File: config.mk
export PLATFORM = sky130hd
export DESIGN_NAME = rme_queue
export DESIGN_NICKNAME = d
export VERILOG_FILES = /design/src/rtl/rme_pkg.sv /design/src/rtl/rme_queue.sv
export SDC_FILE = /design/constraint.sdc
export NUM_CORES = 1
export LEC_CHECK = 0
export BUFFER_PORTS_ARGS = -buffer_cell sky130_fd_sc_hd__buf_2
export CAP_MARGIN = 30
export CORE_ASPECT_RATIO = 2
export CORE_MARGIN = 8
export CORE_UTILIZATION = 29
export CTS_CLUSTER_DIAMETER = 200
export DETAILED_ROUTE_END_ITERATION = 7
export SETUP_SLACK_MARGIN = 0.15
export SYNTH_ARGS = -nofsm -noshare
export SYNTH_HDL_FRONTEND = slang
export SYNTH_SLANG_ARGS = --single-unit
export TNS_END_PERCENT = 50
File: constraint.sdc
create_clock -name clk -period 10.3 [get_ports clk]
set_input_delay 2.06 -clock clk [delete_from_list [all_inputs] [get_ports clk]]
set_output_delay 2.06 -clock clk [all_outputs]
set_load 0.02 [all_outputs]
File: src/rtl/rme_pkg.sv
package rme_pkg;

    // operand and angle widths
    localparam int MAT_W   = 16;
    localparam int OP_W    = 17;
    localparam int SQRT_W  = 30;
    localparam int CORD_W  = 34;
    localparam int ANG_W   = 28;
    localparam int OUT_W   = 16;
    localparam int THR_W   = 15;
    localparam int QDEPTH  = 4;
    localparam int QPTR_W  = 2;

    // angle scale: 2^24 per radian
    localparam logic signed [ANG_W-1:0] ANG_PI    = 28'sd52707179;
    localparam logic signed [OUT_W:0]   OUT_LIMIT = 17'sd25736;
    localparam logic signed [ANG_W-1:0] ROUND_ADD = 28'sd1024;
    localparam int FRAC_DROP = 11;

    // matrix entries of one item
    typedef struct packed {
        logic signed [MAT_W-1:0] m00;
        logic signed [MAT_W-1:0] m10;
        logic signed [MAT_W-1:0] m20;
        logic signed [MAT_W-1:0] m21;
        logic signed [MAT_W-1:0] m22;
        logic signed [MAT_W-1:0] m12;
        logic signed [MAT_W-1:0] m11;
    } mat_t;

    // classified item between front and back
    typedef struct packed {
        logic                   sing;
        logic signed [OP_W-1:0] pitch_y;
        logic [SQRT_W-1:0]      sy;
        logic signed [OP_W-1:0] roll_y;
        logic signed [OP_W-1:0] roll_x;
        logic signed [OP_W-1:0] yaw_y;
        logic signed [OP_W-1:0] yaw_x;
    } entry_t;

    // arctangent of 2^-i in angle units
    function automatic logic signed [ANG_W-1:0] atan_step(input int i);
        logic signed [ANG_W-1:0] a;
        case (i)
            0: a = 28'sd13176795;
            1: a = 28'sd7778716;
            2: a = 28'sd4110060;
            3: a = 28'sd2086331;
            4: a = 28'sd1047214;
            5: a = 28'sd524117;
            6: a = 28'sd262123;
            7: a = 28'sd131069;
            8: a = 28'sd65536;
            9: a = 28'sd32768;
            default: a = (i < 25) ? (ANG_W'(1) << (24 - i)) : '0;
        endcase
        return a;
    endfunction

endpackage

File: src/rtl/rme_queue.sv
module rme_queue (
    input  logic            clk,
    input  logic            rst_n,
    input  logic            push,
    input  rme_pkg::entry_t push_data,
    output logic            full,
    input  logic            pop,
    output rme_pkg::entry_t pop_data,
    output logic            nonempty
);

    localparam int PW = rme_pkg::QPTR_W;

    rme_pkg::entry_t mem_reg [0:rme_pkg::QDEPTH-1];
    logic [PW-1:0]   wr_reg;
    logic [PW-1:0]   rd_reg;
    logic [PW:0]     cnt_reg;
    logic            do_push;
    logic            do_pop;

    assign full     = cnt_reg == (PW+1)'(rme_pkg::QDEPTH);
    assign nonempty = cnt_reg != '0;
    assign do_push  = push && !full;
    assign do_pop   = pop && nonempty;
    assign pop_data = mem_reg[rd_reg];

    // pointers and fill count
    always_ff @(posedge clk or negedge rst_n)
    begin
        if (!rst_n)
        begin
            wr_reg  <= '0;
            rd_reg  <= '0;
            cnt_reg <= '0;
        end
        else
        begin
            if (do_push)
            begin
                wr_reg <= wr_reg + 1'b1;
            end
            if (do_pop)
            begin
                rd_reg <= rd_reg + 1'b1;
            end
            if (do_push && !do_pop)
            begin
                cnt_reg <= cnt_reg + 1'b1;
            end
            else if (do_pop && !do_push)
            begin
                cnt_reg <= cnt_reg - 1'b1;
            end
        end
    end

    // storage
    always_ff @(posedge clk)
    begin
        if (do_push)
        begin
            mem_reg[wr_reg] <= push_data;
        end
    end

endmodule

After elaboration in Yosys (flattened, before gate mapping)
Memory sizes are Yosys's and may differ from the RTL's.
Cells that the tools add are included.
{"block": "word_totals", "ff_bits": 7, "ram_bits": 464, "in_bits": 120, "output_inout_bits": 118, "memories": 1}
{"block": "op_classes", "add_sub_neg": 4, "eq_ne": 1, "n_mux": 4, "reduce_logical": 9}
{"name": "mem_reg", "depth": 4, "width": 116, "rd": 1, "rd_clocked_by_memory_dff": 0, "write_ports": 1, "line_no": "rme_queue.sv:14", "rtl": "rme_pkg::entry_t mem_reg [0:rme_pkg::QDEPTH-1];"}
{"op": "$mux 3", "count": 2}
{"op": "$add 2x1->2 const B", "count": 2}
{"op": "$logic_and 1x1->1", "count": 4}
{"op": "$add 3x1->3 const B", "count": 1}
{"op": "$eq 3x3->1 const B", "count": 1}
{"op": "$logic_not 1->1", "count": 3}
{"op": "$reduce_bool 3->1", "count": 1}
{"op": "$sub 3x1->3 const B", "count": 1}
{"op": "$mux 1", "count": 2}
{"op": "$reduce_bool 2->1", "count": 1}

Logic depth before layout (Yosys ltp)
Gate-level depths: netlist (run 1).
{"block": "depth", "depth_word": 7, "ltp_mapped": 9, "ltp_nobuf": 8}

Least setup slack after synthesis (run 1)
Ideal clock, no wire load.
{"block": "synth_timing", "path_kind": "input to register", "from": "in push", "to": "mem mem_reg[0][0] (netlist name), enable pin", "setup_time_ps": 489, "arrival_ps": 5013, "setup_slack_ps": 4798, "stages": 3, "path_buffers": 1, "cell_sequence": "nor2b_1 > buf_2 > and2_1"}
{"block": "synth_via", "elab_chain_len": 3}
{"element": "start: declaration", "line_no": "rme_queue.sv:4", "rtl": "input logic push,"}
{"element": "$logic_and 1x1->1", "line_no": "rme_queue.sv:23", "rtl": "assign do_push = push && !full;"}
{"element": "named net do_push", "line_no": "rme_queue.sv:18", "rtl": "logic do_push;"}
{"element": "$mux 1", "line_no": "rme_queue.sv:60", "rtl": "if (do_push)"}
{"element": "$mux 1 (not written as such)", "line_no": "rme_queue.sv:62", "rtl": "mem_reg[wr_reg] <= push_data;"}
{"element": "end: declaration", "line_no": "rme_queue.sv:14"}
The timed path passes the listed nets, and every way through them passes these cells.

==> key figures, run 1 <==
Finish
  • Fin nets: 1036
  • Layout cells sized above 1: 0.4587
  • Area grow syn2layout: 21.26%
  • Max FFs per register: between 400 and 500
  • Fill cells: 5445

STA
  • Endpoints failing hold: 0
  • Unrepaired setup endpoints after global routing: no
  • Tcrit/Tclk final: 0.4983
  • Final WS setup: 5168 ps
  • Tmin final: 5132 ps
  • Max Freq: 194.8 MHz
  • Total negative slack: 0 ps
  • Worst Tran Pin Value: 931.2 ps
  • Slew HR: 0.3792
  • # setup viols final: 0
  • Final Skew: 22.07 ps
  • Max Slew Vio Count: 0

Clock network
  • Clk sink count: 471
  • Worst-path clk slew: about 60 ps
  • H-tree Lvls: 2
  • CTS tree: yes
  • Root buffer cell: clkbuf_16
  • Bufs on Longest Clock Path: 3
  • TritonCTS Buffers: 44
  • Post-CTS Resized: 0
  • Latest clock arrival within the worst-skew pair: 560 ps
  • Post-CTS Hold Fix Bufs: 0
  • Post-CTS Setup Bufs: 0

Global routing
  • Largest net degree at the start of global routing: 68
  • Initial antenna violation count: 24
  • First-pass GRT wire length: 54.72 mm
  • GRT Residual Overflow: 0
  • Vias in the first global route: 8514
  • Gr usage total: 0.1052

Worst setup path
  • Crit Path Class: flop to primary output
  • Largest fanout on the critical path: 36
  • Crit path capture type: primary output
  • Worst Path Arrival: 3070 ps
  • WP data required: 8240 ps
  • Crit start category: flop

Synth
  • Gate Count Post-Synth: 641
  • Sequential share of the synthesized area: 0.8248
  • Top-area cell type share of the netlist area: 0.8145
  • Area leader, netlist: edfxtp_1
  • Syn Nets: about 770
  • Synth cell types: 21
  • Syn_area_per_cell: 26.69 sq um
  • Synth top area cells: edfxtp_1 81%, mux4_2 15%, dfrtp_1 1.0%, buf_2 0.44%, ha_1 0.37%
  • FF+latch count, synth: 471
  • Netlist Area Pre-Place: 17110 sq um
  • Synth warn: 0

Power
  • P_leak: a little under 7 nW
  • Worst vdd ir: 0.2189 mV
  • Pwr/cell area: roughly 300 nW/um^2

Min path
  • Class of the worst hold path: flop to flop

Floorplan
  • Die height: around 360 um
  • Core Region: 58650 sq um
  • I/O pin count: ~240
  • Die X: approximately 190 um
  • DIE AREA: 67490 sq um
  • Starting Density: 0.2917
  • Core Rows: 126

Drt
  • Drt pass-1 iters: 5
  • Vias per cell: 4.488
  • DR WL/cell: between 20 and 25 um
  • DR DRC count: 0
  • Overall routed net length: 36.24 mm
  • Vias after detailed routing: 7756
  • Antenna Violating Nets Remaining: 0
  • Drt initial violations: ~500

Placed design
  • Number of port buffers: 237
  • Worst slack at placement: 5436 ps
  • Post-DP HPWL: 23.58 mm
  • Routability cong.: 0.7036

Run
  • Max Cap Viol: 0

Run status
  • Status: complete, no violations
-- through the flow --
stage	hold WS, ps	cell area, sq um	utilization	cells	power (mW)
floorplan	445.3	17110	-	641	4.030
global placement	462.7	19170	0.3269	1626	4.665
detailed placement	477.0	19280	0.3287	1630	4.734
CTS	486.3	20650	0.3521	1710	6.291
global route	509.2	20710	0.3531	1715	6.489
finish	481.0	20740	0.3537	1728	6.180
-- synth_stat cells --
cell type,instances
clkbuf_1,7
buf_4,1
nor3b_2,1
nor2_1,1
mux2_2,1
fa_1,1
or3_1,1
buf_6,4
edfxtp_1,464
nand3_1,1
nand2_1,1
buf_2,15
inv_1,3
xnor2_1,4
ha_1,5
xor2_1,2
mux4_2,116
dfrtp_1,7
nor2b_1,1
mux2_1,1
and2_1,4
-- power breakdown --
| part | leakage [nW] | switching [mW] | internal (mW) |
|---|---|---|---|
| registers | 4.33 | 0.165 | 2.53 |
| clock network | 0.670 | 0.671 | 0.868 |
| logic | 1.89 | 1.16 | 0.783 |
| total | 6.89 | 2.00 | 4.18 |
-- layer usage --
| layer | wire length (um) | track usage | vias up |
|---|---|---|---|
| li1 | - | - | 3338 |
| met1 | 14900 | 0.1334 | 4011 |
| met2 | 15450 | 0.1515 | 325 |
| met3 | 5038 | 0.06194 | 70 |
| met4 | 775 | 0.02620 | 12 |
| met5 | 77 | 0 | - |
-- critical path, cell delays in order (launching register included) --
cell	delay [ps]
dfrtp_4	880
buf_4	490
buf_16	310
mux4_2	570
buf_2	180
-- placed cells by master, fill, tap and decap left out, drive strengths merged --
cell type / n
fa: 1
inv: 5
bufinv: 3
edfxtp: 464
nor3b: 1
dfrtp: 7
xor2: 2
clkbuf: 56
clkinv: 19
mux4: 116
and2: 4
nor2b: 1
nand3: 1
or3: 1
buf: 250
xnor2: 4
nor2: 1
nand2: 1
diode: 16
ha: 5
mux2: 2
-- kinds of logic (layout without fill, tap and decap cells) --
| logic type | Yosys count | in the layout | share of synthesized area |
|---|---|---|---|
| XOR/XNOR | 6 | 6 | 0.003072 |
| adder cells (fa/ha/maj) | 6 | 6 | 0.004827 |
| multiplexers | 118 | 118 | 0.1540 |
| AND/OR/NAND/NOR | 10 | 10 | 0.003657 |
| flip-flops | 471 | 471 | 0.8248 |
| other | 0 | 16 | 0 |
| buffers and inverters | 30 | 333 | 0.009655 |
-- worst paths after layout --
| kind | from | end | slack (ps) | depth (start not counted) |
|---|---|---|---|---|
| worst max-delay path | rd_reg[0] | pop_data[55] | 5170 | 4 |
| worst min-delay path | cnt_reg[2] | cnt_reg[2] | 480 | 1 |
| worst max register to register | cnt_reg[2] | mem_reg[2][47] | 7300 | 5 |
| worst min register to register | cnt_reg[2] | cnt_reg[2] | 480 | 1 |
| max in group asynchronous | rst_n | rd_reg[0] | 8770 | 1 |
| min in group asynchronous | rst_n | cnt_reg[1] | 1330 | 1 |
-- final cells by class --
class                   instances  area (sq um)  area share
repair buffers                250          1404     0.06768
inverters                       3         11.26   0.0005429
clock buffers                  56          1146     0.05525
diodes                         16         40.04    0.001930
clock inverters                24         221.5     0.01068
multi-input cells             140          2843      0.1370
well taps                     768         960.9     0.04633
flip-flops and latches        471         14120      0.6805
Note: power is estimated with default switching activity, not from simulation.
==> run 2: changes to the inputs <==
- clock period: 10.3 -> 5.2 ns (I/O delays scaled with it)
==> run 2 against run 1 <==
Non-clock buffer count grew 2; clock-buffer cell count shrank 7; flip-flop and latch count unchanged; setup slack worse by 3600 ps; clock power grew 110%; sequential share of layout area fell by 0.25 points; critical path type unchanged; global-route usage increased by 0.066 points; register-to-register slack lost 4900 ps; cell area grew 0.36%; combinational power is 100% higher.
==> key figures, run 2 (synthesis results as in run 1) <==
Worst setup path
  • Crit Path Class: flop to primary output
  • Slowest cell on crit path: mux4_2
  • Worst R2R Setup Slack: 2450 ps (-4850 ps)
  • Crit path capture type: primary output
  • Max incr delay on CP: 580 ps (-300 ps)
  • Crit-path cells: buf_16 > buf_4 > mux4_2 > buf_2
  • Buf/Inv on CP: 3 (unchanged)
  • Family with the most delay on the worst path: buffers and inverters
  • Worst Path Arrival: 2620 ps (-450 ps)
  • Largest fanout on the critical path: 36 (unchanged)
  • Crit start category: flop
  • WP data required: 4160 ps (-4080 ps)

Global routing
  • Initial antenna violation count: 20 (-17%)
  • Largest net degree at the start of global routing: 50 (-26%)
  • GRT Residual Overflow: 0 (unchanged)
  • First-pass GRT wire length: 55.16 mm (+0.79%)
  • Gr usage total: 0.1058 (+0.0006640)
  • Vias in the first global route: 8536 (+0.26%)

Clock network
  • H-tree Lvls: 2 (unchanged)
  • Bufs on Longest Clock Path: 3 (unchanged)
  • Post-CTS Hold Fix Bufs: 0 (unchanged)
  • Post-CTS Resized: 0 (unchanged)
  • Worst-path clk slew: 60 ps (about the same)
  • Root buffer cell: clkbuf_16
  • Clk sink count: 471 (unchanged)
  • CTS tree: yes
  • TritonCTS Buffers: 42 (-4.5%)
  • Post-CTS Setup Bufs: 0 (unchanged)
  • Latest clock arrival within the worst-skew pair: 550 ps (about the same)

Finish
  • Fin nets: 1036 (unchanged)
  • Area grow syn2layout: 21.69%
  • Utilization after layout: 0.3550 (+0.001280)
  • Most common cell after layout, fill and taps aside: edfxtp_1
  • Post-Layout Cell Count: 1719 (-0.52%)
  • Layout cells sized above 1: 0.4666 (+0.007910)
  • Most frequent cells in the layout: 464 x edfxtp_1, 237 x buf_2, 116 x mux4_2, 42 x clkbuf_16
  • Max FFs per register: 464 (unchanged)

Placed design
  • Routability cong.: 0.7191 (+2.2%)
  • Number of port buffers: 237 (unchanged)
  • Post-DP HPWL: 23.65 mm (+0.31%)
  • DP Cell Count: 1633 (+0.18%)

Floorplan
  • Die height: 359.5 um (unchanged)
  • Core Rows: 126 (unchanged)
  • DIE AREA: 67490 sq um (unchanged)
  • I/O pin count: 238 (unchanged)
  • Die X: 187.7 um (unchanged)
  • Core Region: 58650 sq um (unchanged)
  • Starting Density: 0.2917 (unchanged)

STA
  • Worst Tran Pin Value: 859.7 ps (-71.49 ps)
  • # setup viols final: 0 (unchanged)
  • Max Freq: ~270 MHz
  • Slew HR: 0.4269 (+0.04766)
  • Tcrit/Tclk final: 0.7039
  • Total negative slack: 0 ps (unchanged)
  • Final Skew: 18.68 ps (-3.390 ps)
  • Unrepaired setup endpoints after global routing: no
  • Max Slew Vio Count: 0 (unchanged)
  • Endpoints failing hold: 0 (unchanged)
  • Tmin final: 3660 ps

Drt
  • Vias per cell: 4.522 (+0.76%)
  • Drt pass-1 iters: 4 (-1)
  • Vias after detailed routing: 7774 (+0.23%)
  • DR DRC count: 0 (unchanged)
  • Drt initial violations: 463 (-6.5%)
  • DR WL/cell: 21.42 um (+2.1%)
  • Overall routed net length: 36.83 mm (+1.6%)
  • Antenna Violating Nets Remaining: 0 (unchanged)

Run
  • Max Cap Viol: 0 (unchanged)

Power
  • Reg power frac: 0.423 (-0.014)
  • Net Switching: 4.002 mW (+100%)
  • Logic gate share of total power: 0.315 (about the same)
  • Worst vdd ir: 0.3856 mV (+76%)
  • P_int: 8.471 mW (+100%)
  • Total power: 12.47 mW (+100%)
  • Net Sw Frac: 0.3209 (-0.002019)
  • Clock group share of total power: 0.262 (+0.013)
  • P_leak: 6.928 nW (+0.49%)
  • Pwr/cell area: 599.2 nW/um^2 (+100%)

Run status
  • Status: complete, no violations

Min path
  • Class of the worst hold path: input pin to async pin
## run 2: layer usage
layer,routed length [um],global-route usage,share of wire,vias to the layer above
met5,170,0,0.0046,-
met4,621,0.02434,0.017,26
met3,5218,0.06592,0.14,65
met2,15550,0.1497,0.42,346
met1,15270,0.1352,0.41,4018
li1,-,-,-,3319
## run 2: final timing paths
check,from,to,depth (start not counted)
setup / recovery,rd_reg[0],pop_data[76],4
hold / removal,rst_n,rd_reg[0],1
min in group clk,cnt_reg[2],cnt_reg[2],1
setup reg to reg,cnt_reg[2],mem_reg[1][55],4
max in group asynchronous,rst_n,rd_reg[1],1
hold reg to reg,cnt_reg[2],cnt_reg[2],1
## run 2: cell type report
type	instances	area [sq um]
clock inverter	28	395.4
fill	5452	37830
timing repair buffer	252	1394
sequential	471	14120
inverter	3	11.26
multi-input combinational	140	2843
tap	768	960.9
clock buffer	49	1077
antenna	8	20.02
## run 2: per-stage QoR
stage,setup slack (ps),area (sq um),hold WS (ps)
finish,1540,20820,313.1
global route,1367,20800,295.8
CTS,1146,20770,289.7
floorplan,718.3,17110,445.3
detailed placement,1756,19300,479.2
global placement,1794,19300,461.0
## run 2: power groups by stage
stage | Clock, mW | Sequential [mW] | Combinational, mW
2_1_floorplan | 0 | 5.28 | 2.70
3_3_place_gp | 0 | 5.41 | 3.88
3_5_place_dp | 0 | 5.46 | 3.91
4_1_cts | 3.37 | 5.39 | 3.94
5_1_grt | 3.48 | 5.35 | 4.24
6_report | 3.27 | 5.28 | 3.92
